===== src/rtl/core/apg_pkg.sv =====
// Shared constants, types and formats of the arc point generator.
`timescale 1ns / 1ps
`default_nettype none

package apg_pkg;

    localparam int MAX_POINTS = 64;
    localparam int IDX_W      = $clog2(MAX_POINTS);
    localparam int NSAT_W     = $clog2(MAX_POINTS + 1);

    localparam int          TURN_W   = 25;
    localparam logic [24:0] TURN_Q16 = 25'd23592960;
    localparam int          DIV_W    = 33;

    localparam logic [30:0] Q30_ONE     = 31'h4000_0000;
    localparam logic [30:0] HALF_PI_Q30 = 31'd1686629713;

    // phase = floor(r * 2^13 / 45), exact through a rounded-up reciprocal
    localparam longint unsigned DEG_DIV   = 45;
    localparam logic [38:0]     PHASE_MUL = 39'(((64'd1 << 44) + DEG_DIV - 1) / DEG_DIV);

    // one turn is 45 << 19: floor(y / 45) == (y * MOD45_MUL) >> 20 for y below 2^14
    localparam logic [14:0]     MOD45_MUL = 15'(((64'd1 << 20) + DEG_DIV - 1) / DEG_DIV);

    localparam int COS_TERMS = 7;
    localparam int SIN_TERMS = COS_TERMS - 1;

    localparam longint unsigned COS_DIV [COS_TERMS] = '{182, 132, 90, 56, 30, 12, 2};
    localparam longint unsigned SIN_DIV [SIN_TERMS] = '{156, 110, 72, 42, 20, 6};

    localparam int COS_SH [COS_TERMS] = '{
        32 + $clog2(COS_DIV[0]), 32 + $clog2(COS_DIV[1]), 32 + $clog2(COS_DIV[2]),
        32 + $clog2(COS_DIV[3]), 32 + $clog2(COS_DIV[4]), 32 + $clog2(COS_DIV[5]),
        32 + $clog2(COS_DIV[6])};
    localparam int SIN_SH [SIN_TERMS] = '{
        32 + $clog2(SIN_DIV[0]), 32 + $clog2(SIN_DIV[1]), 32 + $clog2(SIN_DIV[2]),
        32 + $clog2(SIN_DIV[3]), 32 + $clog2(SIN_DIV[4]), 32 + $clog2(SIN_DIV[5])};

    // ceil(2^sh / d): floor(p / d) == (p * mul) >> sh for every 32-bit p
    localparam logic [32:0] COS_MUL [COS_TERMS] = '{
        33'(((64'd1 << COS_SH[0]) + COS_DIV[0] - 1) / COS_DIV[0]),
        33'(((64'd1 << COS_SH[1]) + COS_DIV[1] - 1) / COS_DIV[1]),
        33'(((64'd1 << COS_SH[2]) + COS_DIV[2] - 1) / COS_DIV[2]),
        33'(((64'd1 << COS_SH[3]) + COS_DIV[3] - 1) / COS_DIV[3]),
        33'(((64'd1 << COS_SH[4]) + COS_DIV[4] - 1) / COS_DIV[4]),
        33'(((64'd1 << COS_SH[5]) + COS_DIV[5] - 1) / COS_DIV[5]),
        33'(((64'd1 << COS_SH[6]) + COS_DIV[6] - 1) / COS_DIV[6])};
    localparam logic [32:0] SIN_MUL [SIN_TERMS] = '{
        33'(((64'd1 << SIN_SH[0]) + SIN_DIV[0] - 1) / SIN_DIV[0]),
        33'(((64'd1 << SIN_SH[1]) + SIN_DIV[1] - 1) / SIN_DIV[1]),
        33'(((64'd1 << SIN_SH[2]) + SIN_DIV[2] - 1) / SIN_DIV[2]),
        33'(((64'd1 << SIN_SH[3]) + SIN_DIV[3] - 1) / SIN_DIV[3]),
        33'(((64'd1 << SIN_SH[4]) + SIN_DIV[4] - 1) / SIN_DIV[4]),
        33'(((64'd1 << SIN_SH[5]) + SIN_DIV[5] - 1) / SIN_DIV[5])};

    typedef struct packed {
        logic [31:0]      cx;
        logic [31:0]      cy;
        logic [30:0]      radius;
        logic [31:0]      area;
        logic [IDX_W-1:0] idx;
        logic             last;
        logic             empty;
    } point_t;

    typedef struct packed {
        logic [31:0] x;
        logic [31:0] y;
        logic [31:0] area;
        logic [5:0]  idx;
        logic        last;
        logic        empty;
    } result_t;

    typedef struct packed {
        logic              start;
        logic [DIV_W-1:0]  dividend;
        logic [TURN_W-1:0] divisor;
    } div_req_t;

    typedef struct packed {
        logic              busy;
        logic              done;
        logic [DIV_W-1:0]  quotient;
        logic [TURN_W-1:0] remainder;
    } div_rsp_t;

endpackage

`default_nettype wire


===== src/rtl/core/apg_div.sv =====
// Iterative restoring divider, one quotient bit per cycle.
`timescale 1ns / 1ps
`default_nettype none

module apg_div (
    input  wire logic              clk,
    input  wire logic              rst_n,
    input  wire apg_pkg::div_req_t req,
    output apg_pkg::div_rsp_t      rsp
);

    localparam int CNT_W = $clog2(apg_pkg::DIV_W);

    logic                         busy_reg, busy_next;
    logic                         done_reg, done_next;
    logic [CNT_W-1:0]             cnt_reg, cnt_next;
    logic [apg_pkg::DIV_W-1:0]    quo_reg, quo_next;
    logic [apg_pkg::TURN_W-1:0]   rem_reg, rem_next;
    logic [apg_pkg::TURN_W-1:0]   dsr_reg, dsr_next;
    logic [apg_pkg::TURN_W:0]     shifted;
    logic                         fits;

    assign shifted = {rem_reg, quo_reg[apg_pkg::DIV_W-1]};
    assign fits    = shifted >= {1'b0, dsr_reg};

    always_comb
    begin
        busy_next = busy_reg;
        done_next = 1'b0;
        cnt_next  = cnt_reg;
        quo_next  = quo_reg;
        rem_next  = rem_reg;
        dsr_next  = dsr_reg;
        if (busy_reg)
        begin
            quo_next = {quo_reg[apg_pkg::DIV_W-2:0], fits};
            rem_next = fits ? apg_pkg::TURN_W'(shifted - {1'b0, dsr_reg})
                            : apg_pkg::TURN_W'(shifted);
            cnt_next = cnt_reg + CNT_W'(1);
            if (cnt_reg == CNT_W'(apg_pkg::DIV_W - 1))
            begin
                busy_next = 1'b0;
                done_next = 1'b1;
            end
        end
        else if (req.start)
        begin
            busy_next = 1'b1;
            cnt_next  = '0;
            quo_next  = req.dividend;
            rem_next  = '0;
            dsr_next  = req.divisor;
        end
    end

    always_ff @(posedge clk or negedge rst_n)
    begin
        if (!rst_n)
        begin
            busy_reg <= 1'b0;
            done_reg <= 1'b0;
            cnt_reg  <= '0;
        end
        else
        begin
            busy_reg <= busy_next;
            done_reg <= done_next;
            cnt_reg  <= cnt_next;
        end
    end

    always_ff @(posedge clk)
    begin
        quo_reg <= quo_next;
        rem_reg <= rem_next;
        dsr_reg <= dsr_next;
    end

    assign rsp.busy      = busy_reg;
    assign rsp.done      = done_reg;
    assign rsp.quotient  = quo_reg;
    assign rsp.remainder = rem_reg;

endmodule

`default_nettype wire


===== config.mk =====
export PLATFORM = sky130hd
export DESIGN_NAME = apg_div
export DESIGN_NICKNAME = d
export VERILOG_FILES = /design/src/rtl/core/apg_pkg.sv /design/src/rtl/core/apg_div.sv
export SDC_FILE = /design/constraint.sdc
export NUM_CORES = 1
export LEC_CHECK = 0
export BUFFER_PORTS_ARGS = -buffer_cell sky130_fd_sc_hd__clkbuf_2
export CAP_MARGIN = 20
export CELL_PAD_IN_SITES_DETAIL_PLACEMENT = 0
export CELL_PAD_IN_SITES_GLOBAL_PLACEMENT = 2
export CORE_ASPECT_RATIO = 1.25
export CORE_MARGIN = 2
export CORE_UTILIZATION = 31
export CTS_CLUSTER_DIAMETER = 60
export DETAILED_ROUTE_END_ITERATION = 10
export PLACE_DENSITY = 0.87
export SLEW_MARGIN = 30
export SYNTH_ARGS = -nofsm -noshare
export SYNTH_HDL_FRONTEND = slang
export SYNTH_SLANG_ARGS = --single-unit

===== constraint.sdc =====
create_clock -name clk -period 2.81 [get_ports clk]
set_clock_uncertainty 0.1 [all_clocks]
set_input_delay 0.562 -clock clk [delete_from_list [all_inputs] [get_ports clk]]
set_output_delay 0.562 -clock clk [all_outputs]
set_load 0.01 [all_outputs]

# Word-level counts from Yosys, hierarchy flattened
# Cells that the tools add are included.
# classes
eq_ne,1
addsub,2
n_reduce_logical,2
mux,12
order_cmp,1
bitwise_logic,1
# ops
operator,n
$mux W25,3
$mux W33,2
$ge A26 B25 Y1,1
$sub A25 B25 Y25,1
$mux W6,2
$add A6 B1 Y6 const B,1
$eq A6 B6 Y1 const B,1
$mux W1,5
$reduce_and A2 Y1,1
$reduce_bool A2 Y1,1
$not A1 Y1,1
# totals
elab_cells,25
out_inout_bits,60
in_bits,61
register_bits,91

# Longest topological paths before layout
# Gate-level depths: netlist (run 1).
# depth
word_depth,3
mapped_depth,14
ltp_nobuf,12

# Least setup slack after synthesis (run 1)
# OpenSTA, ideal clock, no wires.
# synth_path
path_kind,reg2reg
startpoint,reg rem_reg[14] in the netlist's numbering
endpoint,reg rem_reg[0] in the netlist's numbering (data pin)
path_buffers,2
required_ns,2.454
t_arrival_ns,2.360
setup_slack_ns,0.095
synth_period_minus_slack_ns,2.715
path_stages_with_launch,11
setup_time_ns,0.256
path_cell_list,edfxtp_1 ha_1 buf_2 a21o_1 a21o_1 a2111oi_2 o21ai_2 nand3_2 nand2_1 clkbuf_1 o211a_1
# synth_between
elab_chain_len,3
# synth_lines
element,line_no,text
"start, declared",apg_div.sv:18,"logic [apg_pkg::TURN_W-1:0] rem_reg, rem_next;"
"start signal, assigned",apg_div.sv:75,rem_reg <= rem_next;
$ge A26 B25 Y1,apg_div.sv:24,"assign fits = shifted >= {1'b0, dsr_reg};"
$mux W25,apg_div.sv:37,"rem_next = fits ? apg_pkg::TURN_W'(shifted - {1'b0, dsr_reg})"
$mux W25,apg_div.sv:34,if (busy_reg)
# Every way passes these cells.
# A chain may end at the register's enable or synchronous reset.

# Final worst setup path (run 1)
# layout_path
startpoint,reg rem_reg[0] in the netlist's numbering
endpoint,reg rem_reg[24] in the netlist's numbering (data pin)
# layout_between
elab_chain_len,3
elab_cells_between_ends,4
classes_between,1 x add/sub; 1 x order compare; 2 x mux
# layout_lines
element,line_no
$sub A25 B25 Y25 / $ge A26 B25 Y1 (equally long branches),"apg_div.sv:37, apg_div.sv:24"
$mux W25 *,apg_div.sv:37
$mux W25 *,apg_div.sv:34
# Mark *: on every way between the ends. The rest lies on a longest branch, timed or not.

==> results of run 1 <==
[report_power, final]
group	internal (mW)	switching [mW]	total [mW]
clock network	0.615	0.546	1.16
logic	2.12	2.28	4.40
registers	2.27	0.421	2.69
[through the flow]
stage	setup TNS (ns)	instances
6_report	0	821
4_1_cts	-0.007421	815
2_1_floorplan	0	453
3_3_place_gp	0	797
5_1_grt	0	821
3_5_place_dp	-0.03939	797
[synthesized netlist by cell type (all sizes together) (3+ instances only)]
| master | n |
|---|---|
| edfxtp | 83 |
| nand2 | 53 |
| mux2 | 33 |
| inv | 32 |
| ha | 27 |
| a21oi | 24 |
| a21boi | 20 |
| nand3 | 20 |
| a21o | 14 |
| nor2 | 13 |
| clkbuf | 11 |
| o21ai | 11 |
| xnor2 | 11 |
| buf | 10 |
| dfrtp | 8 |
| nand4 | 8 |
| xor2 | 8 |
| and3 | 6 |
| o31ai | 5 |
| nand2b | 4 |
| nor2b | 4 |
| nor3 | 4 |
| a211oi | 3 |
| a31oi | 3 |
| o211a | 3 |
| o21a | 3 |
| o21bai | 3 |
| or2 | 3 |
[area by class of cell]
cell class | instances | area share [%]
timing repair buffer | 157 | 13.75
multi-input combinational | 309 | 35.86
clock buffer | 9 | 3.373
inverter | 32 | 1.799
tap | 216 | 4.047
clock inverter | 7 | 0.8244
sequential | 91 | 40.34
[worst reg2reg max path, cell delays in order, from the launching register on]
cell,delay [ns]
edfxtp_1,0.40
buf_4,0.15
buf_4,0.13
fa_2,0.42
a21oi_2,0.17
o211a_1,0.20
o31ai_4,0.08
a31oi_4,0.21
o21bai_4,0.10
a221oi_2,0.27
or4b_1,0.15
nand3_1,0.06
[worst min-delay path by stage]
stage / start / cells after the start / slack (ns) / end
global placement: rst_n / 1 / 0.31 / cnt_reg[0]$_DFFE_PN0P_
detailed placement: rst_n / 1 / 0.32 / cnt_reg[0]$_DFFE_PN0P_
CTS: req[19] / 1 / 0.27 / dsr_reg[19]$_DFFE_PP_
global route: req[19] / 1 / 0.27 / dsr_reg[19]$_DFFE_PP_
floorplan: rst_n / 0 / 0.17 / busy_reg$_DFF_PN0_
finish: req[19] / 1 / 0.29 / dsr_reg[19]$_DFFE_PP_
[what timing repair did]
item                       4_1_cts  5_1_grt
gates resized for setup          1       31
buffers inserted                 1        6
pin swaps                        1        9
hold buffers                     1        0
setup endpoints to repair        2       25
hold endpoints to repair         8        0
[cell families after synthesis]
family / after synthesis
buf+inv: 53
fa+ha+maj: 28
mux: 34
xor+xnor: 19
compound gates: 103
simple gates: 125
flops: 91
[metal layers]
metal	GRT usage (%)	up-vias	wire length, µm
met3	4.525	15	813
met4	4.765	0	197
li1	-	1959	-
met1	16.96	1910	5468
met2	26.26	120	6395
met5	0	-	0
==> run metrics, run 1 <==
R2R depth 11; Placed Area 6192 µm²; Critical Path RT 2.81 ns; die area 17730 µm²; Slew Viols, Final 0; commonest cells after routing, fill and taps aside clkbuf_2 (120), edfxtp_1 (83), nand2_1 (53), mux2_2 (33), buf_4 (33); PD cells 1236 nW/µm²; syn nets 542; Hold/Removal Path Class in2reg; clock tree buffer depth 2; Max-Slew Margin vs Limit 54.52%; register area share after synthesis 52.08%; Post-Route WL 12.88 mm; vias per cell 4.877; max_cap viols 0; PortBufs 120; Final Power 8.257 mW; worst-path fanout max 3; core footprint 16270 µm²; Tcrit/Tclk final 95.68%; H-tree Lvls 3; synthesized area 5170 µm²; Ant. Diodes 0; wire per inst 15.68 µm; Post-synth ARST share 8.791%; area of the multi-input gates 2395 µm²; kind of critical path reg2reg; ranking of synthesized cells by area edfxtp_1 (48%), mux2_2 (7.2%), ha_1 (6.5%), dfrtp_1 (3.9%), nand2_1 (3.8%); simple-gate portion of the synthesized area 11.88%; Die H 148.4 µm; final count of negative-setup-slack endpoints 0; CP Capture Type flop; drt pass-1 iters 4; Critical Path AT 2.68 ns; Final WS setup 0.1213 ns; clk slew on worst S/H paths 0.07 ns; antenna viol nets, final 0; Final #Nets 689; clock buffer count from CTS 9; Initial Utilization 31.78%; max reg flops 33; post-place setup slack -0.03939 ns; crit path to rem_reg[24]$_SDFFCE_PN0P_; Fin. Hold Viols 0; worst reg2reg setup slack 0.12 ns; hpwl dp 9.672 mm; Crit path max-delay family compound AO/OA/AOI/OAI gates; post-synth top area cell edfxtp_1; clk sink count 91; IO Pins 121; Post-Syn Instances 453; commonest register cell after synthesis edfxtp_1; R2R Path Start rem_reg[0]$_SDFFCE_PN0P_; LEAKAGE 2.970 nW; initial antenna violation count 0; routed vias 4004; Fillers 1652; XOR/XNOR share of the synthesized area 3.219%; Final min period 2.689 ns; clock root cell clkbuf_16; Yosys cell types 57; total grt overflow 0; critical path buffer and inverter count 2; WHS 0.2862 ns; total track usage 14.79%; CTS tree built; startpoint types flop; mux contribution to synthesized area 7.381%; post-route core utilization 41.05%; R2R Path End rem_reg[24]$_SDFFCE_PN0P_; Clock Latency Late Sink 0.35 ns; RD Place Congestion 0.8615; commonest non-fill, non-tap cell in the layout clkbuf_2; YS warnings 0; crit-path cells buf_4 -> buf_4 -> fa_2 -> a21oi_2 -> o211a_1 -> o31ai_4 -> a31oi_4 -> o21bai_4 -> a221oi_2 -> or4b_1 -> nand3_1; largest net degree at the start of global routing 59; number of synthesized flops with an enable pin 83; f_max 371.9 MHz; post-layout instance area 6678 µm²; Peak VDD IR 0.0005303 V; Yosys reg bits 91; largest family of logic cells by synthesized area compound AO/OA/AOI/OAI gates; Crit-path slowest cell fa_2; Synth top area share 48.21%; crit path from rem_reg[0]$_SDFFCE_PN0P_; Cell Rows 52; vias in the first global route 4334; unrepaired setup endpoints after global routing false; Crit. path cell count 11; Avg Inst Size Synth 11.41 µm²; Seq. cell area 2694 µm²; share of cells above drive strength 1 40.33%; DRC viols 0; most frequent CP cell buf_4; Area Overhead vs Synth 29.16%; Die W 119.5 µm; drt initial violations 155; worst-margin pin slew 0.6821 ns; post-synthesis compound-gate area fraction 14.16%; status complete, no violations; Worst path max stage delay 0.42 ns; post-synthesis adder-cell area fraction 6.922%; first-pass GRT wire length 21.07 mm
(Power assumes the default switching activity.)
==> inputs of run 2 (changes only) <==
- PLACE_DENSITY: 0.87 -> 0.79
- SLEW_MARGIN: 30 -> default
- clock period: 2.81 -> 2.4 ns (I/O delays scaled with it)
==> run 2 against run 1 <==
Maximum frequency grew 2.7%. Utilization is 4.8 points higher. Critical endpoint unchanged. The run now ends with setup timing left. Die area is the same. Combinational power up 52%. Sequential cell count did not move. Largest power group unchanged. Sequential power rose by 14%. Global-route usage up 1.4 points. Via count grew 6.4%. Non-clock buffer count rose by 65. Setup slack got worse by 0.34 ns.
==> run metrics, run 2 (synthesis results as in run 1) <==
worst-path fanout max 2; Final WS setup -0.2186 ns; vias per cell 4.803; WHS 0.1979 ns; commonest cells after routing, fill and taps aside clkbuf_2 (120), buf_4 (90), edfxtp_1 (83), nand2_1 (39), mux2_2 (33); Initial Utilization 31.78%; switching power 4.326 mW; Ant. Diodes 0; Final min period 2.619 ns; CTS tree built; antenna viol nets, final 0; CP Capture Type flop; final count of negative-setup-slack endpoints 26; IO Pins 121; max_cap viols 0; first-pass GRT wire length 22.80 mm; Post-Route WL 14.03 mm; wire per inst 15.82 µm; clk slew on worst S/H paths 0.07 ns; drt pass-1 iters 4; vias in the first global route 4728; setup tns final -3.561 ns; Max-Slew Margin vs Limit 69.45%; Hold/Removal Path Class in2reg; H-tree Lvls 3; power share of the clock group 12.5%; logic gate share of total power 60.0%; commonest non-fill, non-tap cell in the layout clkbuf_2; Die H 148.4 µm; clock tree buffer depth 2; kind of critical path reg2reg; clock root cell clkbuf_16; post-layout instance area 7466 µm²; Area Overhead vs Synth 44.41%; worst-margin pin slew 0.4524 ns; clk sink count 91; DRC viols 0; f_max 381.9 MHz; worst reg2reg setup slack -0.22 ns; drt initial violations 198; total track usage 16.22%; hpwl dp 10.19 mm; RD Place Congestion 0.8243; internal power 6.830 mW; startpoint types flop; Final #Nets 755; largest net degree at the start of global routing 78; Die W 119.5 µm; PD cells 1494 nW/µm²; max reg flops 33; Tcrit/Tclk final 109.1%; share of cells above drive strength 1 52.16%; sequential share of power 27.5%; Final Power 11.16 mW; Critical Path AT 2.74 ns; Cell Rows 52; clock buffer count from CTS 9; die area 17730 µm²; routed vias 4260; Fillers 1577; unrepaired setup endpoints after global routing true; Clock Latency Late Sink 0.35 ns; Critical Path RT 2.52 ns; total grt overflow 0; initial antenna violation count 0; Slew Viols, Final 0; sw frac 38.78%; Placed Area 6738 µm²; LEAKAGE 3.373 nW; status finished with violations; failing checks setup timing; Peak VDD IR 0.0005138 V; PortBufs 120; core footprint 16270 µm²; Fin. Hold Viols 0
-- run 2: cell types whose count changed in the layout (fill, tap and decap cells not counted), moves of 5 or more --
cell      previous run  this run
nand2_1             53        39
buf_6                0         5
nand2_2              0         9
a21boi_2             1        10
ha_2                 7         0
buf_4               33        90
a21boi_0             6         1
ha_4                 3         8
nand2_4              0         5
-- run 2: metal layers --
metal	GRT usage (%)	wire length [µm]	up-vias
li1	-	-	2094
met1	18.32	5840	2029
met2	29.20	7111	120
met3	4.563	867	17
met4	5.706	210	0
met5	0	0	-
-- run 2: power by group through the flow --
stage / clock, mW / combinational [mW] / sequential [mW]
global placement: 0 / 5.77 / 3.04
floorplan: 0 / 3.21 / 3.29
detailed placement: 0 / 5.85 / 3.06
global route: 1.51 / 7.30 / 3.15
finish: 1.39 / 6.70 / 3.07
CTS: 1.44 / 6.55 / 3.07
-- run 2: layout make-up --
type | instances | area [µm²] | area share, %
clock buffers | 9 | 225.2 | 3.017
clock inverters | 7 | 55.05 | 0.7374
inverters | 32 | 123.9 | 1.659
multi-input cells | 310 | 2640 | 35.36
flip-flops and latches | 91 | 2694 | 36.08
well taps | 216 | 270.3 | 3.620
repair buffers | 222 | 1458 | 19.52
-- run 2: repair_timing --
action	4_1_cts	5_1_grt
setup endpoints to repair	26	26
hold endpoints to repair	8	0
gates cloned	2	0
gates resized for setup	45	35
buffers inserted	9	3
pin swaps	29	24
hold buffers	1	0
-- run 2: final timing paths --
| check | endpoint | from | cells after the start |
|---|---|---|---|
| min in group asynchronous | cnt_reg[1]$_DFFE_PN0P_ | rst_n | 2 |
| hold / removal | dsr_reg[21]$_DFFE_PP_ | req[21] | 1 |
| max in group asynchronous | busy_reg$_DFF_PN0_ | rst_n | 2 |
| hold reg to reg | done_reg$_DFF_PN0_ | cnt_reg[4]$_DFFE_PN0P_ | 1 |
| setup reg to reg | rem_reg[24]$_SDFFCE_PN0P_ | dsr_reg[0]$_DFFE_PP_ | 11 |
| setup / recovery | rem_reg[24]$_SDFFCE_PN0P_ | dsr_reg[0]$_DFFE_PP_ | 11 |
-- run 2: critical path, cell delays in order, from the launching register on --
cell and delay [ns]:
edfxtp_1 0.42, ha_4 0.19, inv_2 0.05, fa_2 0.21, a21oi_2 0.07, o211a_1 0.23, o31ai_4 0.26, a31oi_4 0.13
o21bai_2 0.17, a221oi_2 0.08, or4b_1 0.50, nand3_1 0.08
-- run 2: metrics by stage --
stage	util, %	worst slack (ns)	cells
floorplan	-	-0.2184	453
global placement	41.42	-0.2225	861
detailed placement	41.42	-0.3639	861
CTS	45.25	-0.2241	889
global route	45.90	-0.3463	887
finish	45.90	-0.2186	887
==> inputs of run 3 (changes only) <==
- ABC_AREA: default -> 1
- CORE_UTILIZATION: 31 -> 28
- SLEW_MARGIN: default -> 20
==> run 3 against run 2 <==
The flow now finishes without violations. Sequential power hardly changed. Global-route usage down 0.61 points. Power fell by 7.0%. Routed wire length increased by 19%. Sequential share of layout area is 0.51 points lower. Clock power is 5% higher. Hold slack worse by 0.0034 ns. Critical path type unchanged. Largest cell class is now multi-input combinational cells. Largest power group unchanged.
==> run metrics, run 3 <==
status complete, no violations; H-tree Lvls 3; R2R Path Start quo_reg[32]$_DFFE_PP_; Yosys reg bits 91; IO Pins 121; commonest cells after routing, fill and taps aside nand2_1 (291), clkbuf_2 (120), inv_1 (106), edfxtp_1 (83), nor2_1 (61); WHS 0.1946 ns; crit path from quo_reg[32]$_DFFE_PP_; Peak VDD IR 0.0004381 V; Avg Inst Size Synth 7.673 µm²; DRC viols 0; commonest non-fill, non-tap cell in the layout nand2_1; startpoint types flop; first-pass GRT wire length 26.19 mm; setup tns final 0 ns; clock buffer count from CTS 9; synthesized area 5717 µm²; Post-Syn Instances 745; post-synthesis compound-gate area fraction 2.955%; Fin. Hold Viols 0; vias per cell 4.269; M3 GR Usage 4.383%; Final #Nets 1001; Final min period 2.363 ns; Hold Path Stages 1; XOR/XNOR share of the synthesized area 1.992%; met2 Track Usage GR 29.03%; total grt overflow 0; clock root cell clkbuf_16; commonest register cell after synthesis edfxtp_1; RD Place Congestion 0.8248; share of cells above drive strength 1 28.79%; CTS tree built; Die W 131.8 µm; clk sink count 91; clock tree buffer depth 2; post-layout instance area 7574 µm²; GRT busiest layer met2; mux contribution to synthesized area 0%; Fillers 2213; max reg flops 33; Post-Route WL 16.75 mm; met1 GRT Util 17.54%; Tcrit/Tclk final 98.48%; PD cells 1370 nW/µm²; Cells after DPL 1161; post-synthesis adder-cell area fraction 6.260%; largest family of logic cells by synthesized area simple AND/OR/NAND/NOR gates; routed vias 5067; Hold/Removal Path Class in2reg; Non-Filler Instances 1187; register area share after synthesis 47.10%; hold_sp req[10]; number of synthesized flops with an enable pin 83; PortBufs 120; antenna viol nets, final 0; initial antenna violation count 0; hpwl dp 12.68 mm; Synth top area share 43.60%; syn nets 834; top-count cell post-synth nand2_1; Yosys cell types 37; total track usage 15.61%; max_cap viols 0; list of most frequent post-synthesis cells nand2_1 (306), inv_1 (109), edfxtp_1 (83); unrepaired setup endpoints after global routing true; YS warnings 0; Area Overhead vs Synth 32.48%; post-synth top area cell edfxtp_1; drt initial violations 181; Ant. Diodes 0; simple-gate portion of the synthesized area 32.02%; vias in the first global route 5197; Clock Latency Late Sink 0.35 ns; Die H 163.8 µm; wire per inst 14.11 µm; CP Capture Type flop; Initial Utilization 28.44%; clk slew on worst S/H paths 0.07 ns; worst-path fanout max 9; die area 21580 µm²; kind of critical path reg2reg; Max-Slew Margin vs Limit 67.06%; largest net degree at the start of global routing 43; Critical Path AT 2.37 ns; Post-synth ARST share 8.791%; Critical Path RT 2.41 ns; f_max 423.1 MHz; drt pass-1 iters 5; post-route core utilization 37.68%; Cell Rows 58; worst-margin pin slew 0.4941 ns; core footprint 20100 µm²; final count of negative-setup-slack endpoints 0; R2R depth 15; Placed Area 6930 µm²; Slew Viols, Final 0; LEAKAGE 3.944 nW; ranking of synthesized cells by area edfxtp_1 (44%), nand2_1 (20%), inv_1 (7.2%), ha_1 (5.9%), nor2_1 (5.1%)
[run 3: cell families after synthesis]
kind of cell,count (synthesis)
AO/OA/AOI/OAI,28
XOR/XNOR,13
adder cells (fa/ha/maj),28
buffers and inverters,138
flip-flops,91
AND/OR/NAND/NOR,447
[run 3: final timing paths]
check | end | slack (ns)
worst max-delay path | rem_reg[16]$_SDFFCE_PN0P_ | 0.04
worst min-delay path | dsr_reg[10]$_DFFE_PP_ | 0.19
worst min register to register | cnt_reg[5]$_DFFE_PN0P_ | 0.42
max in group asynchronous | busy_reg$_DFF_PN0_ | 1.59
worst max register to register | rem_reg[16]$_SDFFCE_PN0P_ | 0.04
min in group asynchronous | cnt_reg[3]$_DFFE_PN0P_ | 0.41
[run 3: power breakdown]
part | internal (mW) | switching (mW)
combinational | 2.51 | 3.35
clock | 0.815 | 0.648
sequential | 2.61 | 0.449
total | 5.93 | 4.44
[run 3: per-layer routing]
metal  share of wire, %  vias up
met3                5.5       21
met2                 51      117
li1                   -     2660
met1                 41     2269
met4                2.0        0
met5                  0        -
[run 3: final cells by class]
cell class / instances / area (µm²) / area share [%]
Timing Repair Buffer: 173 / 1074 / 14.17
Multi-Input combinational cell: 516 / 2721 / 35.93
Clock buffer: 11 / 232.7 / 3.073
Inverter: 121 / 454.2 / 5.997
Tap cell: 270 / 337.8 / 4.461
Sequential cell: 91 / 2694 / 35.57
Clock inverter: 5 / 60.06 / 0.7930
[run 3: stage by stage]
| step | power [mW] | worst slack, ns |
|---|---|---|
| 6_report | 10.38 | 0.03653 |
| 5_1_grt | 11.35 | -0.1103 |
| 4_1_cts | 9.880 | 0.02601 |
| 3_5_place_dp | 8.346 | -0.02725 |
| 3_3_place_gp | 8.348 | 0.02952 |
| 2_1_floorplan | 6.384 | -0.01054 |
[run 3: worst max-delay path, stage by stage, from the launching register on]
cell and delay [ns]:
edfxtp_1 0.39, inv_1 0.08, ha_2 0.18, inv_2 0.05
fa_2 0.37, nand2_2 0.07, nand2_2 0.07, nand3_2 0.07
nand2_2 0.07, nand2_2 0.07, nand2_4 0.07, nand2_4 0.07
nand3_4 0.14, clkbuf_16 0.21, nor2_1 0.08, nor2_1 0.05
[run 3: what timing repair did]
| action | in CTS | in global routing |
|---|---|---|
| hold buffers | 1 | 0 |
| setup buffers | 0 | 7 |
| gates resized for setup | 1 | 54 |
| pin swaps | 0 | 12 |
| hold endpoints to repair | 8 | 0 |
| setup endpoints to repair | 16 | 26 |
| gates cloned | 0 | 2 |
